`config.mk`:
```
export PLATFORM = sky130hd
export DESIGN_NAME = rmg_queue
export DESIGN_NICKNAME = d
export VERILOG_FILES = /design/src/rmg_pkg.sv /design/src/rmg_queue.sv
export SDC_FILE = /design/constraint.sdc
export NUM_CORES = 1
export LEC_CHECK = 0
export ABC_AREA = 0
export BUFFER_PORTS_ARGS = -buffer_cell sky130_fd_sc_hd__buf_2
export CORE_ASPECT_RATIO = 0.5
export CORE_MARGIN = 1
export CORE_UTILIZATION = 45
export DETAILED_ROUTE_END_ITERATION = 12
export GPL_TIMING_DRIVEN = 0
export PLACE_DENSITY_LB_ADDON = 0.3
export SLEW_MARGIN = 10
export SYNTH_ARGS = -nofsm -noshare
export SYNTH_HDL_FRONTEND = slang
export SYNTH_SLANG_ARGS = --single-unit
```
`constraint.sdc`:
```
create_clock -name clk_i -period 2.9 [get_ports clk_i]
set_input_delay 0.145 -clock clk_i [delete_from_list [all_inputs] [get_ports clk_i]]
set_output_delay 0.145 -clock clk_i [all_outputs]
set_load 0.05 [all_outputs]
```
`src/rmg_pkg.sv`:
```
`timescale 1ns / 1ps
// Package of the rotation matrix generator: formats, derived widths, codes,
// the CORDIC arctangent table and the structs passed between the parts.
// Has no dependencies; every other file of the block uses it.
package rmg_pkg;

  // Fraction bits of the input angle, of the outputs, and CORDIC depth.
  localparam int ANGLE_FRAC_BITS = 16;
  localparam int OUT_FRAC_BITS   = 16;
  localparam int CORDIC_STAGES   = 16;

  // Field widths fixed by the interface.
  localparam int ANGLE_W = 32;
  localparam int AXIS_W  = 2;
  localparam int ENTRY_W = 18;

  // Axis codes.
  localparam logic [AXIS_W-1:0] AXIS_X = 2'd0;
  localparam logic [AXIS_W-1:0] AXIS_Y = 2'd1;
  localparam logic [AXIS_W-1:0] AXIS_Z = 2'd2;

  // Angle reduction constants, in input angle units.
  localparam longint FULL_DEG    = longint'(360) << ANGLE_FRAC_BITS;
  localparam longint QUARTER_DEG = longint'(90) << ANGLE_FRAC_BITS;
  localparam longint HALF_DEG    = longint'(180) << ANGLE_FRAC_BITS;
  localparam longint IN_SPAN     = longint'(1) << (ANGLE_W - 1);
  localparam longint OFFSET_MULT = (IN_SPAN + FULL_DEG - 1) / FULL_DEG;
  localparam longint OFFSET      = OFFSET_MULT * FULL_DEG;
  localparam longint SUM_MAX     = IN_SPAN - 1 + OFFSET;
  localparam int     SUM_W       = $clog2(SUM_MAX + 1);
  localparam int     RED_STEPS   = $clog2(SUM_MAX / FULL_DEG + 1);
  localparam int     FULL_W      = $clog2(FULL_DEG);
  localparam int     REM_W       = $clog2(QUARTER_DEG);

  // Degrees to radians, pi/180 in Q.32, and the product width.
  localparam longint DEG2RAD_Q32 = 64'd74961321;
  localparam int     DEG_W       = $clog2(DEG2RAD_Q32 + 1);
  localparam int     PROD_W      = REM_W + DEG_W;
  localparam int     RAD_SHIFT   = ANGLE_FRAC_BITS + 2;

  // CORDIC datapath in Q.30.
  localparam int     XY_W            = 33;
  localparam int     Z_W             = 33;
  localparam longint CORDIC_GAIN_Q30 = 64'd652032874;

  // Rounding from Q.30 to the output format.
  localparam int     CV_W    = OUT_FRAC_BITS + 2;
  localparam int     RND_SH  = (OUT_FRAC_BITS >= 30) ? 0 : 30 - OUT_FRAC_BITS;
  localparam longint RND_ADD = (OUT_FRAC_BITS >= 30) ? 0 :
                               (longint'(1) << (29 - OUT_FRAC_BITS));
  localparam longint ONE_OUT = longint'(1) << OUT_FRAC_BITS;

  // Queue between the front and back parts.
  localparam int QUEUE_DEPTH = 2;
  localparam int QPTR_W      = $clog2(QUEUE_DEPTH);
  localparam int QCNT_W      = $clog2(QUEUE_DEPTH + 1);

  // One classified item: radians in Q.30, quadrant and axis code.
  typedef struct packed {
    logic signed [Z_W-1:0] z;
    logic [1:0]            quad;
    logic [AXIS_W-1:0]     axis;
  } rmg_work_t;

  // Queue status seen by both sides.
  typedef struct packed {
    logic can_push;
    logic has_data;
  } rmg_qstat_t;

  // atan(2^-i) truncated to Q.30; zero beyond the table.
  function automatic logic [30:0] atan_q30(input int i);
    logic [30:0] a;
    case (i)
      0:  a = 31'd843314856;
      1:  a = 31'd497837829;
      2:  a = 31'd263043836;
      3:  a = 31'd133525158;
      4:  a = 31'd67021686;
      5:  a = 31'd33543515;
      6:  a = 31'd16775850;
      7:  a = 31'd8388437;
      8:  a = 31'd4194282;
      9:  a = 31'd2097149;
      10: a = 31'd1048575;
      11: a = 31'd524287;
      12: a = 31'd262143;
      13: a = 31'd131071;
      14: a = 31'd65535;
      15: a = 31'd32767;
      16: a = 31'd16383;
      17: a = 31'd8191;
      18: a = 31'd4095;
      19: a = 31'd2047;
      20: a = 31'd1023;
      21: a = 31'd511;
      22: a = 31'd255;
      23: a = 31'd127;
      24: a = 31'd63;
      25: a = 31'd31;
      26: a = 31'd15;
      27: a = 31'd7;
      28: a = 31'd3;
      29: a = 31'd1;
      default: a = 31'd0;
    endcase
    return a;
  endfunction

endpackage

```
`src/rmg_queue.sv`:
```
`timescale 1ns / 1ps
// Short queue of classified items between the front and back parts.
// Uses rmg_pkg for the item struct and depth.
module rmg_queue (
  input  logic                clk_i,
  input  logic                rst_ni,
  input  logic                push_i,
  input  rmg_pkg::rmg_work_t  wdata_i,
  input  logic                pop_i,
  output rmg_pkg::rmg_qstat_t stat_o,
  output rmg_pkg::rmg_work_t  rdata_o
);

  rmg_pkg::rmg_work_t          mem_q [rmg_pkg::QUEUE_DEPTH];
  logic [rmg_pkg::QPTR_W-1:0]  wr_ptr_q;
  logic [rmg_pkg::QPTR_W-1:0]  rd_ptr_q;
  logic [rmg_pkg::QCNT_W-1:0]  count_q;

  // Status comes from registers only, so neither side sees the other combinationally.
  assign stat_o.can_push = count_q < rmg_pkg::QCNT_W'(rmg_pkg::QUEUE_DEPTH);
  assign stat_o.has_data = count_q != '0;
  assign rdata_o         = mem_q[rd_ptr_q];

  // Storage.
  always_ff @(posedge clk_i) begin
    if (push_i) begin
      mem_q[wr_ptr_q] <= wdata_i;
    end
  end

  // Pointers and fill count.
  always_ff @(posedge clk_i or negedge rst_ni) begin
    if (!rst_ni) begin
      wr_ptr_q <= '0;
      rd_ptr_q <= '0;
      count_q  <= '0;
    end else begin
      if (push_i) begin
        wr_ptr_q <= wr_ptr_q + 1'b1;
      end
      if (pop_i) begin
        rd_ptr_q <= rd_ptr_q + 1'b1;
      end
      if (push_i && !pop_i) begin
        count_q <= count_q + 1'b1;
      end else if (pop_i && !push_i) begin
        count_q <= count_q - 1'b1;
      end
    end
  end

  // The fill count never passes the depth.
  a_count_bound : assert property (@(posedge clk_i) disable iff (!rst_ni)
    count_q <= rmg_pkg::QCNT_W'(rmg_pkg::QUEUE_DEPTH))
    else $error("queue count above depth");

  // Nothing is taken from an empty queue.
  a_no_underflow : assert property (@(posedge clk_i) disable iff (!rst_ni)
    pop_i |-> count_q != '0)
    else $error("pop from empty queue");

  // Nothing is written into a full queue.
  a_no_overflow : assert property (@(posedge clk_i) disable iff (!rst_ni)
    push_i |-> count_q != rmg_pkg::QCNT_W'(rmg_pkg::QUEUE_DEPTH))
    else $error("push into full queue");

endmodule

```
* Word level (Yosys, flattened, before mapping)
Memories as Yosys holds them, arrays and structs flattened. Cells that the tools add are included.
Storage, ports and cells: output and inout port bits 39, RAM bits 74, flip-flop bits (word level) 4, memories 1, word-level logic and storage cells 19, bits of input ports 41
Operators by class: multiplexer cells 4, reductions and logical operators 6, magnitude comparators 1, add/sub/neg operators 4
Memory list:
- mem_q | depth 2, width 37, read ports 1, clocked after memory_dff 0, write ports 1, line rmg_queue.sv:14 | rmg_pkg::rmg_work_t mem_q [rmg_pkg::QUEUE_DEPTH];
Operators by type and width (number):
- $mux W2 | 2
- $reduce_bool A2 Y1 | 2
- $add A1 B1 Y1 const B | 2
- $add A2 B1 Y2 const B | 1
- $logic_and A1 B1 Y1 | 2
- $logic_not A1 Y1 | 2
- $lt A2 B2 Y1 const B | 1
- $mux W1 | 2
- $sub A2 B1 Y2 const B | 1

* Logic depth before layout (Yosys ltp)
word-level depth 4, depth in mapped cells 5, depth with buffers taken out 5

* Least setup slack after synthesis
OpenSTA, ideal clock, no wires.
path type flip-flop to flip-flop, start point reg wr_ptr_q, end point mem mem_q[0][0] (netlist bit), enable pin, required time 2464 ps, cell stages (with the launch flop) 2, clock period less this slack 2497 ps, arrival time 2061 ps, slack 403 ps, path buffers 0, library setup time 436 ps, cells stage by stage dfrtp_1 -> nor2b_1
RTL lines:
- start, declared | line rmg_queue.sv:15 | logic [rmg_pkg::QPTR_W-1:0] wr_ptr_q;
- start signal, assigned | line rmg_queue.sv:39 | wr_ptr_q <= wr_ptr_q + 1'b1;
- end, declared | line rmg_queue.sv:14
No word-level cell before the write port.

==> flow_summary_export.csv <==
group,metric,value,unit
place,placed_area,0.00349,mm^2
detailed_routing,drt_iter0_drc,93,
timing,period_share,58.9,%
clocking,cts_sinks,78,
global_routing,grt_use_total,16.3,%
floorplan,design.core.area,0.00618,mm^2
synthesis,yosysMostFrequentCell,"edfxtp_1",
clocking,cts_setup_buffers,0,
synthesis,syn_area,0.00294,mm^2
synthesis,synth.avg_cell_area,22.4,um^2
clocking,ctsResizeCount,0,
detailed_routing,dr.pass1.iters,4,
global_routing,grt_pass1_wl,7690,um
synthesis,synth_nets,173,
pwr,power_leakage,1.61,nW
job,cap_viol_max_count,0,
timing,maxSlewViolCount,0,
synthesis,syn_inst,131,
detailed_routing,routedWlPerCell,14.7,um
floorplan,die-width,116,um
timing,fmax,585,MHz
detailed_routing,vias_per_cell,4.52,
pwr,power,4.52,mW
worst_setup_path,cp.required,2.76,ns
synthesis,yosysSeqAreaShare,79.0,%
floorplan,rows,20,
place,place_hpwl,3140,um
timing,setup_violations,0,
synthesis,synth_async_sr_flop_share,5.13,%
timing,fin_crit,1.71,ns
layout,final_cell_area,0.00402,mm^2
detailed_routing,drtAntennaViolNets,0,
synthesis,synth_top_area_cell,"edfxtp_1",
clocking,clk_pin_slew,0.05,ns
worst_setup_path,path_max_fanout,10,
timing,tightest_slew,0.413,ns
layout,antenna_cells,0,
pwr,power_density,1120,mW/mm^2
layout,fin_nets,288,
synthesis,synth_area_leaders,"edfxtp_1, mux2_4, mux2_2",
floorplan,dieArea,0.00688,mm^2
floorplan,dieHeight,59.1,um
detailed_routing,drt_wl_total,4990,um
clocking,htreeDepth,3,
timing,clock_skew,0.00508,ns
timing,max_slew_margin,72.4,%
synthesis,yosysWarningCount,0,
detailed_routing,post-route-drc-count,0,
global_routing,grt_pass1_vias,1600,
clocking,root_buffer,"clkbuf_16",
detailed_routing,num_vias,1532,
synthesis,synth_cell_types,14,
synthesis,synth_top_area_share,75.6,%
clocking,cts.path.max_buffers,2,
synthesis,ys.flop_type,"edfxtp_1",
clocking,cts_tree,"done",
floorplan,initial_core_util,47.6,%
place,io_buffers,79,
synthesis,synth_edf_count,74,
clocking,numCtsBuffers,9,
global_routing,grt_overflow_total,0,
worst_setup_path,cp-start-kind,"register",
layout,final_layout_size_suffix_gt1_share,54.6,%
worst_setup_path,worstSetupPathType,"register to output pin",
timing,hold_viol_final,0,
floorplan,pin_count,80,
synthesis,synth_seq_cells,78,
layout,synthToLayoutAreaGrowth,36.8,%
clocking,clk_latency,0.32,ns
worst_hold_path,hp-class,"input port to register",
global_routing,antenna_found_initial,0,
timing,rsz0062_at_grt,"no",
global_routing,grt_max_degree,27,
synthesis,ys_top_cells_by_count,"edfxtp_1, mux2_4, mux2_2",
worst_setup_path,crit_arrival,1.56,ns
place,gp_congestion,0.605,
worst_setup_path,critical_path.endpoint_type,"output pin",
status,status,"finished clean",
clocking,cts_hold_buf,21,
pwr,ir_drop,0.761,mV
==> critical path: stages (launching register included) <==
cell     delay, ns
dfrtp_1       0.35
buf_6         0.16
buf_6         0.20
mux2_4        0.31
buf_2         0.21
==> where the power goes <==
part / internal [mW] / switching (mW)
Combinational: 0.605 / 1.25
Clock: 0.714 / 0.381
Sequential: 1.50 / 0.0693
Total: 2.82 / 1.70
==> stage by stage <==
step           util [%]  hold slack [ns]  instances  setup TNS (ns)  setup WS [ns]
2_1_floorplan         -           -0.151        131               0          0.403
3_3_place_gp       55.7          -0.0455        298          -17.36         -0.471
3_5_place_dp       56.5          -0.0433        300               0           1.52
4_1_cts            64.7          0.00155        337               0           1.17
5_1_grt            65.1         0.000435        339               0           1.12
6_report           65.1           0.0176        339               0           1.19
==> metal layers <==
| layer | global-route usage, % | part of all wire, % |
|---|---|---|
| met1 | 16.5 | 40 |
| met2 | 29.5 | 55 |
| met3 | 7.26 | 4.4 |
| met4 | 7.69 | 0.54 |
| met5 | 0 | 0 |
==> state kept, by name (all words and copies together) (netlist names) <==
signal,flops
mem_q,74
count_q,2
wr_ptr_q,1
rd_ptr_q,1
==> placed cells by master (no fill, tap or decap), types with 2 or more instances in the layout <==
cell / instances
clkbuf_8: 2
mux2_4: 20
buf_2: 80
clkbuf_16: 9
xor2_1: 3
buf_12: 2
clkbuf_1: 4
buf_6: 3
dlygate4sd3_1: 23
inv_1: 2
mux2_2: 17
xnor2_1: 2
edfxtp_1: 74
dfrtp_1: 4
==> kinds of logic after synthesis <==
logic type | Yosys count | share of synthesized area [%]
buf+inv | 6 | 1.57
mux | 37 | 16.7
flops | 78 | 79.0
fa+ha+maj | 1 | 0.426
xor+xnor | 5 | 1.49
simple gates | 4 | 0.767
==> layout make-up <==
cell class	count	area, um^2
Multi-Input combinational cell	47	579
Inverter	2	7.51
Clock buffer	15	268
Timing Repair Buffer	104	666
Buffer	4	38.8
Sequential cell	78	2320
Tap cell	88	110
Clock inverter	1	30.0
Fill cell	429	2160
==> final timing paths <==
check / start / to / slack, ns / cells after the start
setup / recovery: rd_ptr_q / rdata_o[22] / 1.19 / 4
hold / removal: wdata_i[3] / mem_q[1][3] / 0.02 / 1
setup reg to reg: wr_ptr_q / mem_q[0][12] / 1.53 / 2
hold reg to reg: count_q[0] / count_q[0] / 0.52 / 1
max in group asynchronous: rst_ni / rd_ptr_q / 2.63 / 2
min in group asynchronous: rst_ni / count_q[1] / 0.15 / 2
No activity file was read; power rests on OpenSTA's default activity.
