### src/rmg_pkg.sv
`timescale 1ns / 1ps
// Package of the rotation matrix generator: formats, derived widths, codes,
// the CORDIC arctangent table and the structs passed between the parts.
// Has no dependencies; every other file of the block uses it.
package rmg_pkg;

  // Fraction bits of the input angle, of the outputs, and CORDIC depth.
  localparam int ANGLE_FRAC_BITS = 16;
  localparam int OUT_FRAC_BITS   = 16;
  localparam int CORDIC_STAGES   = 16;

  // Field widths fixed by the interface.
  localparam int ANGLE_W = 32;
  localparam int AXIS_W  = 2;
  localparam int ENTRY_W = 18;

  // Axis codes.
  localparam logic [AXIS_W-1:0] AXIS_X = 2'd0;
  localparam logic [AXIS_W-1:0] AXIS_Y = 2'd1;
  localparam logic [AXIS_W-1:0] AXIS_Z = 2'd2;

  // Angle reduction constants, in input angle units.
  localparam longint FULL_DEG    = longint'(360) << ANGLE_FRAC_BITS;
  localparam longint QUARTER_DEG = longint'(90) << ANGLE_FRAC_BITS;
  localparam longint HALF_DEG    = longint'(180) << ANGLE_FRAC_BITS;
  localparam longint IN_SPAN     = longint'(1) << (ANGLE_W - 1);
  localparam longint OFFSET_MULT = (IN_SPAN + FULL_DEG - 1) / FULL_DEG;
  localparam longint OFFSET      = OFFSET_MULT * FULL_DEG;
  localparam longint SUM_MAX     = IN_SPAN - 1 + OFFSET;
  localparam int     SUM_W       = $clog2(SUM_MAX + 1);
  localparam int     RED_STEPS   = $clog2(SUM_MAX / FULL_DEG + 1);
  localparam int     FULL_W      = $clog2(FULL_DEG);
  localparam int     REM_W       = $clog2(QUARTER_DEG);

  // Degrees to radians, pi/180 in Q.32, and the product width.
  localparam longint DEG2RAD_Q32 = 64'd74961321;
  localparam int     DEG_W       = $clog2(DEG2RAD_Q32 + 1);
  localparam int     PROD_W      = REM_W + DEG_W;
  localparam int     RAD_SHIFT   = ANGLE_FRAC_BITS + 2;

  // CORDIC datapath in Q.30.
  localparam int     XY_W            = 33;
  localparam int     Z_W             = 33;
  localparam longint CORDIC_GAIN_Q30 = 64'd652032874;

  // Rounding from Q.30 to the output format.
  localparam int     CV_W    = OUT_FRAC_BITS + 2;
  localparam int     RND_SH  = (OUT_FRAC_BITS >= 30) ? 0 : 30 - OUT_FRAC_BITS;
  localparam longint RND_ADD = (OUT_FRAC_BITS >= 30) ? 0 :
                               (longint'(1) << (29 - OUT_FRAC_BITS));
  localparam longint ONE_OUT = longint'(1) << OUT_FRAC_BITS;

  // Queue between the front and back parts.
  localparam int QUEUE_DEPTH = 2;
  localparam int QPTR_W      = $clog2(QUEUE_DEPTH);
  localparam int QCNT_W      = $clog2(QUEUE_DEPTH + 1);

  // One classified item: radians in Q.30, quadrant and axis code.
  typedef struct packed {
    logic signed [Z_W-1:0] z;
    logic [1:0]            quad;
    logic [AXIS_W-1:0]     axis;
  } rmg_work_t;

  // Queue status seen by both sides.
  typedef struct packed {
    logic can_push;
    logic has_data;
  } rmg_qstat_t;

  // atan(2^-i) truncated to Q.30; zero beyond the table.
  function automatic logic [30:0] atan_q30(input int i);
    logic [30:0] a;
    case (i)
      0:  a = 31'd843314856;
      1:  a = 31'd497837829;
      2:  a = 31'd263043836;
      3:  a = 31'd133525158;
      4:  a = 31'd67021686;
      5:  a = 31'd33543515;
      6:  a = 31'd16775850;
      7:  a = 31'd8388437;
      8:  a = 31'd4194282;
      9:  a = 31'd2097149;
      10: a = 31'd1048575;
      11: a = 31'd524287;
      12: a = 31'd262143;
      13: a = 31'd131071;
      14: a = 31'd65535;
      15: a = 31'd32767;
      16: a = 31'd16383;
      17: a = 31'd8191;
      18: a = 31'd4095;
      19: a = 31'd2047;
      20: a = 31'd1023;
      21: a = 31'd511;
      22: a = 31'd255;
      23: a = 31'd127;
      24: a = 31'd63;
      25: a = 31'd31;
      26: a = 31'd15;
      27: a = 31'd7;
      28: a = 31'd3;
      29: a = 31'd1;
      default: a = 31'd0;
    endcase
    return a;
  endfunction

endpackage

### src/rmg_intf.sv
`timescale 1ns / 1ps
// Request and result channel interfaces of the rotation matrix generator.
// Depends on rmg_pkg for the field widths.
interface rmg_in_if;
  logic                                valid;
  logic                                ready;
  logic signed [rmg_pkg::ANGLE_W-1:0]  angle_deg;
  logic        [rmg_pkg::AXIS_W-1:0]   axis;

  modport source (output valid, angle_deg, axis, input ready);
  modport sink   (input valid, angle_deg, axis, output ready);
endinterface


### src/rmg_front.sv
`timescale 1ns / 1ps
// Front part: takes requests, reduces the angle modulo 360 degrees, splits off
// the quadrant and converts the remainder to Q.30 radians. Uses rmg_pkg, rmg_intf.
module rmg_front (
  input  logic                clk_i,
  input  logic                rst_ni,
  rmg_in_if.sink              req_i,
  input  rmg_pkg::rmg_qstat_t qstat_i,
  output logic                push_o,
  output rmg_pkg::rmg_work_t  work_o
);

  // Stage map: offset add, reduction steps, two quadrant steps, multiply, round.
  localparam int ST_QA   = rmg_pkg::RED_STEPS + 1;
  localparam int ST_QB   = ST_QA + 1;
  localparam int ST_MUL  = ST_QB + 1;
  localparam int ST_RND  = ST_MUL + 1;
  localparam int NSTAGE  = ST_RND + 1;
  localparam int SUM_W   = rmg_pkg::SUM_W;

  logic                          fen;
  logic [NSTAGE-1:0]             vld_q;
  logic [rmg_pkg::AXIS_W-1:0]    axis_q [NSTAGE];
  logic [SUM_W-1:0]              red_q  [rmg_pkg::RED_STEPS+1];
  logic [rmg_pkg::FULL_W-1:0]    ra_q;
  logic                          qhi_q;
  logic [rmg_pkg::REM_W-1:0]     rb_q;
  logic [1:0]                    qb_q;
  logic [rmg_pkg::PROD_W-1:0]    prod_q;
  logic [1:0]                    qm_q;
  rmg_pkg::rmg_work_t            work_q;
  logic [SUM_W:0]                sum_d;
  logic [rmg_pkg::FULL_W-1:0]    rem_full;
  logic [rmg_pkg::FULL_W:0]      ra_d;
  logic [rmg_pkg::FULL_W:0]      rb_d;
  logic [rmg_pkg::PROD_W:0]      rnd_d;

  // The whole front advances unless its last stage holds an item the queue refuses.
  assign fen         = !vld_q[NSTAGE-1] || qstat_i.can_push;
  assign req_i.ready = fen;
  assign push_o      = vld_q[NSTAGE-1] && qstat_i.can_push;
  assign work_o      = work_q;

  // Valid bits and axis codes travel alongside the data.
  always_ff @(posedge clk_i or negedge rst_ni) begin
    if (!rst_ni) begin
      vld_q <= '0;
    end else if (fen) begin
      vld_q <= {vld_q[NSTAGE-2:0], req_i.valid};
    end
  end

  always_ff @(posedge clk_i) begin
    if (fen) begin
      axis_q[0] <= req_i.axis;
      for (int j = 1; j < NSTAGE; j++) begin
        axis_q[j] <= axis_q[j-1];
      end
    end
  end

  // Offset the signed angle by a multiple of a full turn so it is never negative.
  assign sum_d = (SUM_W+1)'(req_i.angle_deg) + (SUM_W+1)'(rmg_pkg::OFFSET);

  always_ff @(posedge clk_i) begin
    if (fen) begin
      red_q[0] <= sum_d[SUM_W-1:0];
    end
  end

  // Restoring reduction: one compare and subtract of a shifted full turn per stage.
  for (genvar j = 0; j < rmg_pkg::RED_STEPS; j++) begin : g_red
    localparam logic [SUM_W:0] STEP_C =
      (SUM_W+1)'(rmg_pkg::FULL_DEG << (rmg_pkg::RED_STEPS - 1 - j));
    logic [SUM_W:0] diff;
    assign diff = {1'b0, red_q[j]} - STEP_C;
    always_ff @(posedge clk_i) begin
      if (fen) begin
        red_q[j+1] <= diff[SUM_W] ? red_q[j] : diff[SUM_W-1:0];
      end
    end
  end

  // Quadrant, high bit: remainder at or above a half turn.
  assign rem_full = red_q[rmg_pkg::RED_STEPS][rmg_pkg::FULL_W-1:0];
  assign ra_d     = {1'b0, rem_full} - (rmg_pkg::FULL_W+1)'(rmg_pkg::HALF_DEG);

  // Quadrant, low bit: what is left at or above a quarter turn.
  assign rb_d     = {1'b0, ra_q} - (rmg_pkg::FULL_W+1)'(rmg_pkg::QUARTER_DEG);

  // Round the radian product half up to Q.30.
  assign rnd_d    = {1'b0, prod_q} + (rmg_pkg::PROD_W+1)'(longint'(1) << (rmg_pkg::RAD_SHIFT - 1));

  always_ff @(posedge clk_i) begin
    if (fen) begin
      qhi_q       <= !ra_d[rmg_pkg::FULL_W];
      ra_q        <= ra_d[rmg_pkg::FULL_W] ? rem_full : ra_d[rmg_pkg::FULL_W-1:0];
      qb_q        <= {qhi_q, !rb_d[rmg_pkg::FULL_W]};
      rb_q        <= rb_d[rmg_pkg::FULL_W] ? rmg_pkg::REM_W'(ra_q) : rmg_pkg::REM_W'(rb_d);
      prod_q      <= rmg_pkg::PROD_W'(rb_q) * rmg_pkg::PROD_W'(rmg_pkg::DEG2RAD_Q32);
      qm_q        <= qb_q;
      work_q.z    <= rmg_pkg::Z_W'(rnd_d >> rmg_pkg::RAD_SHIFT);
      work_q.quad <= qm_q;
      work_q.axis <= axis_q[ST_MUL];
    end
  end

endmodule

### src/flat_wrapper.sv
// flat-port wrapper written by rule: the top's interface ports become plain ports
module rmg_front_flat 
  (clk_i, rst_ni, qstat_i, push_o, work_o, req_i_valid, req_i_angle_deg, req_i_axis, req_i_ready);
  rmg_in_if req_i_i ();
  input  logic clk_i;
  input  logic rst_ni;
  input  rmg_pkg::rmg_qstat_t qstat_i;
  output logic push_o;
  output rmg_pkg::rmg_work_t work_o;
  input wire logic [$bits(req_i_i.valid)-1:0] req_i_valid;
  input wire logic [$bits(req_i_i.angle_deg)-1:0] req_i_angle_deg;
  input wire logic [$bits(req_i_i.axis)-1:0] req_i_axis;
  output wire logic [$bits(req_i_i.ready)-1:0] req_i_ready;
  assign req_i_i.valid = req_i_valid;
  assign req_i_i.angle_deg = req_i_angle_deg;
  assign req_i_i.axis = req_i_axis;
  assign req_i_ready = req_i_i.ready;
  rmg_front u_core (.clk_i(clk_i), .rst_ni(rst_ni), .req_i(req_i_i), .qstat_i(qstat_i), .push_o(push_o), .work_o(work_o));
endmodule
### config.mk
export PLATFORM = sky130hd
export DESIGN_NAME = rmg_front_flat
export DESIGN_NICKNAME = d
export VERILOG_FILES = /design/src/rmg_pkg.sv /design/src/rmg_intf.sv /design/src/rmg_front.sv /design/src/flat_wrapper.sv
export SDC_FILE = /design/constraint.sdc
export NUM_CORES = 1
export LEC_CHECK = 0
export ABC_AREA = 1
export BUFFER_PORTS_ARGS = -buffer_cell sky130_fd_sc_hd__buf_2
export CELL_PAD_IN_SITES_DETAIL_PLACEMENT = 1
export CELL_PAD_IN_SITES_GLOBAL_PLACEMENT = 1
export CORE_MARGIN = 5
export CORE_UTILIZATION = 51
export CTS_CLUSTER_DIAMETER = 60
export DETAILED_ROUTE_END_ITERATION = 7
export GPL_TIMING_DRIVEN = 1
export PLACE_DENSITY_LB_ADDON = 0.3
export SETUP_SLACK_MARGIN = 0.15
export SLEW_MARGIN = 10
export SYNTH_ARGS = -nofsm -noshare
export SYNTH_HDL_FRONTEND = slang
export SYNTH_SLANG_ARGS = --single-unit
### constraint.sdc
create_clock -name clk_i -period 35.7 [get_ports clk_i]
set_input_delay 10.71 -clock clk_i [delete_from_list [all_inputs] [get_ports clk_i]]
set_output_delay 10.71 -clock clk_i [all_outputs]
set_load 0.03 [all_outputs]
# Word-level counts from Yosys, hierarchy flattened
# Memory sizes are Yosys's and may differ from the RTL's.
# Cells that the tools add are included.
# word_totals
output_inout_bits	39
regBits	153
ramBits	323
memories	2
# mem_list
memory	depth	width	rd	rd_clocked_by_memory_dff	wr	line_no	text
u_core.red_q	9	33	9	0	9	rmg_front.sv:24	logic [SUM_W-1:0] red_q [rmg_pkg::RED_STEPS+1];
u_core.axis_q	13	2	12	0	13	rmg_front.sv:23	logic [rmg_pkg::AXIS_W-1:0] axis_q [NSTAGE];
# classes
n_mul	1
muxes	12
reduce_logical	5
add_sub_neg	12
# op_table
cell	n
2-to-1 mux 33 bit	8
adder 50 x 18 -> 51 bit (second input constant)	1
multiplier 23 x 27 -> 50 bit (second input constant)	1
subtractor 33 x 25 -> 34 bit (second input constant)	1
subtractor 33 x 26 -> 34 bit (second input constant)	1
subtractor 33 x 27 -> 34 bit (second input constant)	1
subtractor 33 x 28 -> 34 bit (second input constant)	1
subtractor 33 x 29 -> 34 bit (second input constant)	1
subtractor 33 x 30 -> 34 bit (second input constant)	1
subtractor 33 x 31 -> 34 bit (second input constant)	1
subtractor 33 x 32 -> 34 bit (second input constant)	1
adder 32 x 33 -> 33 bit (second input constant)	1
subtractor 25 x 23 -> 26 bit (second input constant)	1
subtractor 25 x 24 -> 26 bit (second input constant)	1
2-to-1 mux 25 bit	1
2-to-1 mux 23 bit	1
zero test 1 bit	3
2-to-1 mux 1 bit	2
logical AND 1 bit	1
logical OR 1 bit	1

# Logic depth before layout (Yosys ltp)
# Gate-level depths: netlist (run 1).
# logic_depth
depth_word	4
mapped_depth	28
mapped_depth_nobuf	28

# Worst setup path before layout (run 1)
# Ideal clock, no wire load.
# synth_timing
kind	in2out
startpoint	input qstat_i[1] (netlist bit)
endpoint	output req_i_ready
required_ps	24990
t_arrival_ps	23032
path_stages	3
n_path_buf	1
slack_ps	1958
path_cell_list	inv_1 -> nand2_1 -> clkbuf_1
# synth_via
elab_chain_cells	1
# synth_rtl
element	line_no	text
from (decl)	flat_wrapper.sv:7	input rmg_pkg::rmg_qstat_t qstat_i;
logical OR 1 bit	rmg_front.sv:39	assign fen = !vld_q[NSTAGE-1] || qstat_i.can_push;
to (decl)	flat_wrapper.sv:13	output wire logic [$bits(req_i_i.ready)-1:0] req_i_ready;
# No other way between the ends.

# Worst setup path in the final report (run 1)
# Ends and elaborated chain as after synthesis.

==> results.sh, run 1 <==
export IMPL_io_buffer_count=76
export IMPL_drive_above_1_share_pct=6.27
export IMPL_yosys_warnings=0
export IMPL_netlist_area_mm2=0.0285
export IMPL_post_cts_buffers=0
export IMPL_ios=78
export IMPL_seq_area_frac_synth_pct=47.1
export IMPL_syn_area_per_cell_um2=10.8
export IMPL_rows=86
export IMPL_hold_viol=0
export IMPL_final_max_slew_viol_count=0
export IMPL_grt_pass1_wl_mm=105
export IMPL_crit_family="buffers and inverters"
export IMPL_netlist_instances=2641
export IMPL_fp_dieW_um=246
export IMPL_core_area_mm2=0.0552
export IMPL_drtPass1Iterations=5
export IMPL_final_common_cell="inv_1"
export IMPL_hold_ws_ns=0.414
export IMPL_slowest_stage="nand2_4"
export IMPL_period_share_pct=62.7
export IMPL_endpoint_kind="primary output"
export IMPL_cp_start_kind="input port"
export IMPL_fin_skew_ns=0.0220
export IMPL_hold_path_class="reg -> reg"
export IMPL_htreeDepth=2
export IMPL_synth_net_count=3152
export IMPL_clockBufferDepth=3
export IMPL_cts_clk_slew_worst_paths_ns=0.06
export IMPL_initial_core_util_pct=51.6
export IMPL_cap_violations=0
export IMPL_cts_resized_gates=0
export IMPL_die_y_um=246
export IMPL_grt_max_degree=188
export IMPL_final_cell_mix="inv_1 (680), nand2_1 (528), edfxtp_1 (436), ha_1 (244), fa_1 (228)"
export IMPL_crit_top_cell="buf_2"
export IMPL_track_usage_pct=22.1
export IMPL_hpwlAfterDp_mm=51.6
export IMPL_cts_hold_buf=0
export IMPL_critPathMaxStageDelay_ns=0.46
export IMPL_rsz0062_at_grt="no"
export IMPL_required_ns=24.99
export IMPL_layout_nets=3277
export IMPL_cts_buffers=48
export IMPL_fmax_mhz=44.7
export IMPL_path_cells="buf_2, inv_1, nand2_4, buf_2"
export IMPL_clk_latency_ns=0.59
export IMPL_die_area_mm2=0.0607
export IMPL_route_vias_total=17953
export IMPL_ant_nets=0
export IMPL_routed_wirelength_mm=64.5
export IMPL_critical_path_class="in -> out"
export IMPL_worst_pin_slew_ns=1.13
export IMPL_drt_iter0_drc=885
export IMPL_cts_tree="built"
export IMPL_slew_limit_headroom_pct=24.4
export IMPL_overflow=0
export IMPL_synth_cell_type_count=38
export IMPL_cp_max_fo=54
export IMPL_crit_buf_inv=3
export IMPL_antenna_cells=0
export IMPL_areaGrowthSynthToFinish_pct=10.3
export IMPL_setup_viol=0
export IMPL_wl_per_cell_um=18.2
export IMPL_antenna_found_initial=0
export IMPL_status="finished clean"
export IMPL_grt_pass1_vias=20135
export IMPL_synth_seq_cells=449
export IMPL_cts_sinks=449
export IMPL_place_congestion=0.929
export IMPL_vias_per_cell=5.05
export IMPL_drc=0
export IMPL_fin_setup_tns_ns=0
export IMPL_period_needed_ns=22.38
export IMPL_critPathArrivalTime_ns=11.67
export IMPL_cts_root_buffer="clkbuf_16"
-- through the flow --
stage | cells | area [um^2] | util (%) | setup WS, ns
3_3_place_gp | 3464 | 29900 | 54.1 | 13.29
6_report | 3553 | 31400 | 56.9 | 13.32
3_5_place_dp | 3464 | 29900 | 54.1 | 13.29
2_1_floorplan | 2641 | 28500 | - | 1.96
4_1_cts | 3553 | 31400 | 56.9 | 13.28
5_1_grt | 3553 | 31400 | 56.9 | 13.25
-- layer usage --
metal | GRT usage (%) | share of wire, % | vias to the layer above
met5 | 0 | 0 | -
met4 | 5.09 | 2.0 | 0
met3 | 2.61 | 3.3 | 78
met2 | 41.4 | 53 | 281
met1 | 27.4 | 41 | 9048
li1 | - | - | 8546
-- final timing paths --
path / from / end / slack, ns / cells past startpoint
max in group asynchronous: rst_ni / u_core.vld_q[9] / 25.45 / 1
hold / removal: u_core.red_q[0][153] / u_core.red_q[0][186] / 0.41 / 0
hold reg to reg: u_core.red_q[0][153] / u_core.red_q[0][186] / 0.41 / 0
setup / recovery: qstat_i[1] / req_i_ready / 13.32 / 4
setup reg to reg: u_core.rb_q[12] / u_core.prod_q[44] / 29.06 / 22
min in group asynchronous: rst_ni / u_core.vld_q[0] / 10.01 / 1
-- cells in the mapped netlist --
master | instances | area (um^2)
clkbuf_1 | 2 | 7.51
o31ai_1 | 1 | 7.51
nand4_1 | 23 | 144
o21bai_1 | 4 | 30.0
and2_1 | 3 | 18.8
nand2_1 | 529 | 1990
o211ai_1 | 1 | 7.51
nor3_1 | 19 | 95.1
nor2_1 | 136 | 510
or2_2 | 2 | 12.5
buf_2 | 2 | 10.0
inv_1 | 680 | 2550
fa_1 | 228 | 4560
ha_1 | 244 | 3050
a21oi_2 | 1 | 8.76
xnor2_1 | 33 | 289
nor2_2 | 3 | 18.8
nor2_4 | 4 | 45.0
mux2i_1 | 1 | 10.0
xor2_1 | 69 | 604
mux2_2 | 1 | 11.3
nand3_1 | 80 | 400
o21ai_2 | 1 | 8.76
o21ai_0 | 38 | 190
nand3_4 | 1 | 17.5
nor3_2 | 3 | 30.0
o21ai_1 | 6 | 30.0
nor4_1 | 7 | 43.8
nand2_2 | 6 | 37.5
nand3_2 | 2 | 20.0
nor3b_1 | 1 | 7.51
a21oi_1 | 55 | 275
a31oi_1 | 2 | 12.5
o21a_1 | 1 | 7.51
inv_2 | 1 | 3.75
edfxtp_1 | 436 | 13100
dfrtp_1 | 13 | 325
nand3b_1 | 2 | 15.0
-- area by class of cell --
cell class              instances  area [um^2]
repair buffers                 79          428
fillers                      5948        23800
flip-flops and latches        449        13400
clock buffers                  60         1300
inverters                     681         2560
multi-input cells            1507        12500
well taps                     748          936
clock inverters                29          273
-- flip-flops by register name (all words and copies together), names as in the netlist --
| name | cells |
|---|---|
| u_core.axis_q | 24 |
| u_core.rb_q | 23 |
| u_core.vld_q | 13 |
| u_core.work_o | 37 |
| u_core.ra_q | 25 |
| u_core.prod_q | 33 |
| u_core.qb_q | 2 |
| u_core.qhi_q | 1 |
| u_core.qm_q | 2 |
| u_core.red_q | 289 |
-- worst register-to-register path, delay by kind of cell (launching register included) --
family	cells	cell delay, ns
buf+inv	6	0.45
flops	1	0.68
simple gates	7	0.70
fa+ha+maj	8	4.25
compound gates	1	0.28
-- kinds of logic (layout without fill, tap and decap cells) --
kind of cell / Yosys count / after routing / share of synthesized area [%]
fa+ha+maj: 472 / 472 / 26.7
mux: 2 / 2 / 0.0746
simple gates: 821 / 821 / 11.9
flops: 449 / 449 / 47.1
xor+xnor: 102 / 102 / 3.13
buf+inv: 685 / 849 / 9.03
compound gates: 110 / 110 / 2.03
Power of run 1 is left out: the tool's default activity adds up to more than one toggle a clock period on the data nets, which glitch-free logic cannot reach.
==> run 2: changes to the inputs <==
- CORE_UTILIZATION: 51 -> 46
- clock period: 35.7 -> 18.1 ns (I/O delays scaled with it)
==> results.sh, run 2 (synthesized netlist as in run 1, its figures left out) <==
export IMPL_drtPass1Iterations=4
export IMPL_htreeDepth=2
export IMPL_hold_path_class="reg -> reg"
export IMPL_areaGrowthSynthToFinish_pct=10.8
export IMPL_ant_nets=0
export IMPL_final_cell_mix="inv_1 (680), nand2_1 (528), edfxtp_1 (436), ha_1 (244), fa_1 (228)"
export IMPL_fp_dieW_um=259
export IMPL_overflow=0
export IMPL_hold_viol=0
export IMPL_fin_skew_ns=0.0525
export IMPL_rsz0062_at_grt="no"
export IMPL_io_buffer_count=76
export IMPL_vias_per_cell=4.83
export IMPL_wl_per_cell_um=17.5
export IMPL_grt_max_degree=88
export IMPL_drt_iter0_drc=721
export IMPL_cap_violations=0
export IMPL_slew_limit_headroom_pct=34.2
export IMPL_required_ns=12.67
export IMPL_regMostFlops="u_core.red_q"
export IMPL_grt_pass1_wl_mm=105
export IMPL_die_y_um=259
export IMPL_fin_setup_tns_ns=0
export IMPL_routed_wirelength_mm=63.9
export IMPL_post_cts_buffers=0
export IMPL_holdPathEnd="u_core.rb_q[8]"
export IMPL_setup_viol=0
export IMPL_critical_path_class="in -> out"
export IMPL_cts_clk_slew_worst_paths_ns=0.06
export IMPL_layout_nets=3283
export IMPL_clk_latency_ns=0.60
export IMPL_antenna_found_initial=0
export IMPL_period_share_pct=65.4
export IMPL_hpwlAfterDp_mm=52.3
export IMPL_critPathArrivalTime_ns=6.41
export IMPL_largest_register_ffs=289
export IMPL_grt_pass1_vias=20115
export IMPL_endpoint_kind="primary output"
export IMPL_core_area_mm2=0.0616
export IMPL_drive_above_1_share_pct=6.29
export IMPL_track_usage_pct=19.6
export IMPL_r2r_end="u_core.prod_q[41]"
export IMPL_rows=91
export IMPL_cts_tree="built"
export IMPL_status="finished clean"
export IMPL_antenna_cells=0
export IMPL_cts_resized_gates=0
export IMPL_worstHoldStart="u_core.ra_q[8]"
export IMPL_initial_core_util_pct=46.3
export IMPL_hold_depth=0
export IMPL_route_vias_total=17609
export IMPL_r2r_cells=23
export IMPL_r2r_setup_slack_ns=11.41
export IMPL_cts_buffers=50
export IMPL_cts_sinks=449
export IMPL_fmax_mhz=84.5
export IMPL_cts_hold_buf=0
export IMPL_cp_max_fo=43
export IMPL_clockBufferDepth=3
export IMPL_worst_pin_slew_ns=0.987
export IMPL_final_common_cell="inv_1"
export IMPL_die_area_mm2=0.0670
export IMPL_period_needed_ns=11.84
export IMPL_final_max_slew_viol_count=0
export IMPL_cts_root_buffer="clkbuf_16"
export IMPL_worstReg2RegStart="u_core.rb_q[5]"
export IMPL_place_congestion=0.923
export IMPL_drc=0
export IMPL_cp_start_kind="input port"
export IMPL_filler_cell_count=6689
export IMPL_ios=78
## run 2: worst max-delay path, stage by stage
cell and delay [ns]:
buf_2 0.09, inv_1 0.06, nand2_4 0.43, buf_2 0.32
## run 2: worst max-delay path by stage
stage | start | end | slack (ns) | cells past startpoint
floorplan | qstat_i[1] | req_i_ready | 1.40 | 3
global placement | qstat_i[1] | req_i_ready | 6.25 | 4
detailed placement | qstat_i[1] | req_i_ready | 6.25 | 4
CTS | qstat_i[1] | req_i_ready | 6.25 | 4
global route | qstat_i[1] | req_i_ready | 6.19 | 4
finish | qstat_i[1] | req_i_ready | 6.26 | 4
## run 2: final cells by class
cell class	instances	area [um^2]	area share [%]
flip-flops and latches	449	13400	42.5
multi-input cells	1507	12500	39.7
inverters	681	2560	8.10
clock buffers	59	1280	4.07
well taps	837	1050	3.32
repair buffers	83	433	1.37
clock inverters	33	309	0.979
## run 2: per-layer routing
layer / part of all wire, % / GRT usage, % / vias to the layer above
met3: 3.1 / 2.72 / 129
met2: 51 / 36.1 / 234
met5: 0 / 0 / -
met4: 3.7 / 6.95 / 0
li1: - / - / 8541
met1: 42 / 23.6 / 8705
## run 2: through the flow
step | area [um^2] | cells | utilization [%] | setup slack [ns] | hold WS [ns]
global route | 31600 | 3649 | 51.2 | 6.19 | 0.422
floorplan | 28500 | 2641 | - | 1.40 | 0.400
detailed placement | 30000 | 3557 | 48.7 | 6.25 | 0.405
CTS | 31600 | 3649 | 51.2 | 6.25 | 0.416
finish | 31600 | 3649 | 51.2 | 6.26 | 0.415
global placement | 30000 | 3557 | 48.7 | 6.25 | 0.401
Power of run 2 is left out for the same reason.
==> run 3: changes to the inputs <==
- CORE_UTILIZATION: 46 -> 51
- clock period: 18.1 -> 11.5 ns (I/O delays scaled with it)
==> results.sh, run 3 (synthesized netlist as in run 1, its figures left out) <==
export IMPL_drc=0
export IMPL_antenna_cells=0
export IMPL_crit_top_cell="buf_2"
export IMPL_areaGrowthSynthToFinish_pct=10.5
export IMPL_multi_input_area_mm2=0.0125
export IMPL_post_cts_buffers=0
export IMPL_endpoint_kind="primary output"
export IMPL_core_area_mm2=0.0552
export IMPL_dpl_cell_count=3465
export IMPL_slowest_stage="nand2_4"
export IMPL_grt_pass1_vias=20121
export IMPL_worst_pin_slew_ns=1.05
export IMPL_cts_resized_gates=0
export IMPL_hold_path_class="reg -> reg"
export IMPL_period_needed_ns=7.98
export IMPL_rsz0062_at_grt="no"
export IMPL_clk_latency_ns=0.61
export IMPL_cts_sinks=449
export IMPL_drive_above_1_share_pct=6.41
export IMPL_final_common_cell="inv_1"
export IMPL_initial_core_util_pct=51.6
export IMPL_status="finished clean"
export IMPL_cts_clk_slew_worst_paths_ns=0.06
export IMPL_grt_pass1_wl_mm=107
export IMPL_place_congestion=0.925
export IMPL_die_y_um=246
export IMPL_required_ns=8.05
export IMPL_io_buffer_count=76
export IMPL_setup_viol=0
export IMPL_clockBufferDepth=3
export IMPL_htreeDepth=2
export IMPL_cts_root_buffer="clkbuf_16"
export IMPL_critPathArrivalTime_ns=4.53
export IMPL_cts_buffers=48
export IMPL_largest_register_ffs=289
export IMPL_slew_limit_headroom_pct=29.9
export IMPL_regMostFlops="u_core.red_q"
export IMPL_layout_nets=3278
export IMPL_cp_max_fo=66
export IMPL_drt_iter0_drc=808
export IMPL_fin_setup_tns_ns=0
export IMPL_final_cell_mix="inv_1 (680), nand2_1 (528), edfxtp_1 (436), ha_1 (244), fa_1 (228)"
export IMPL_wl_per_cell_um=18.6
export IMPL_critPathMaxStageDelay_ns=0.58
export IMPL_vias_per_cell=4.97
export IMPL_cts_tree="built"
export IMPL_path_cells="buf_2, inv_1, nand2_4, buf_2"
export IMPL_final_cells=3554
export IMPL_final_max_slew_viol_count=0
export IMPL_hold_viol=0
export IMPL_die_area_mm2=0.0607
export IMPL_antenna_found_initial=0
export IMPL_critical_path_class="in -> out"
export IMPL_ant_nets=0
export IMPL_rows=86
export IMPL_period_share_pct=69.4
export IMPL_cts_hold_buf=0
export IMPL_fp_dieW_um=246
export IMPL_route_vias_total=17677
export IMPL_cp_start_kind="input port"
export IMPL_drtPass1Iterations=4
export IMPL_fin_skew_ns=0.0391
export IMPL_cap_violations=0
export IMPL_fmax_mhz=125
export IMPL_grt_max_degree=176
export IMPL_overflow=0
export IMPL_ios=78
export IMPL_ff_latch_area_mm2=0.0134
export IMPL_track_usage_pct=22.5
export IMPL_hpwlAfterDp_mm=52.5
export IMPL_filler_cell_count=5976
export IMPL_routed_wirelength_mm=66.0
## run 3: cell types whose count changed in the layout (fill, tap and decap cells not counted)
cell,delta
clkinv_2,+5
clkinvlp_4,+1
inv_6,-1
inv_16,+1
clkinv_1,-7
clkbuf_16,-2
clkbuf_1,-2
bufinv_16,+3
buf_4,-4
inv_8,-1
buf_12,+1
## run 3: final cells by class
cell class | count | area share, %
clock buffer | 55 | 3.90
timing repair buffer | 80 | 1.34
clock inverter | 34 | 1.29
tap | 748 | 2.97
multi-input combinational | 1507 | 39.8
inverter | 681 | 8.12
sequential | 449 | 42.6
## run 3: final timing paths
kind                                 startpoint                   end  slack (ns)  depth (start not counted)
max reg2reg                      u_core.rb_q[5]     u_core.prod_q[41]        4.89                         23
min in group asynchronous                rst_ni      u_core.vld_q[10]        2.74                          1
min                        u_core.red_q[0][184]  u_core.red_q[0][217]        0.40                          0
max in group asynchronous                rst_ni       u_core.vld_q[8]        8.53                          1
max                                  qstat_i[1]           req_i_ready        3.52                          4
min reg2reg                u_core.red_q[0][184]  u_core.red_q[0][217]        0.40                          0
## run 3: critical path: cells and delay by family
kind          cells  cell delay, ns
simple gates      1            0.58
buf+inv           3            0.48
## run 3: metrics by stage
| stage | hold WS (ns) | util, % | area (um^2) | worst slack [ns] |
|---|---|---|---|---|
| after floorplan | 0.400 | - | 28500 | 1.21 |
| after global placement | 0.401 | 54.1 | 29900 | 3.53 |
| after detailed placement | 0.405 | 54.1 | 29900 | 3.50 |
| after CTS | 0.412 | 57.0 | 31500 | 3.50 |
| after global routing | 0.412 | 57.0 | 31500 | 3.42 |
| final | 0.402 | 57.0 | 31500 | 3.52 |
## run 3: layer usage
metal / up-vias / wire length [um] / track usage [%]
met3: 86 / 2030 / 3.05
met5: - / 0 / 0
li1: 8540 / - / -
met4: 0 / 1390 / 4.94
met1: 8808 / 27500 / 27.6
met2: 243 / 35000 / 42.4
Power of run 3 is left out for the same reason.
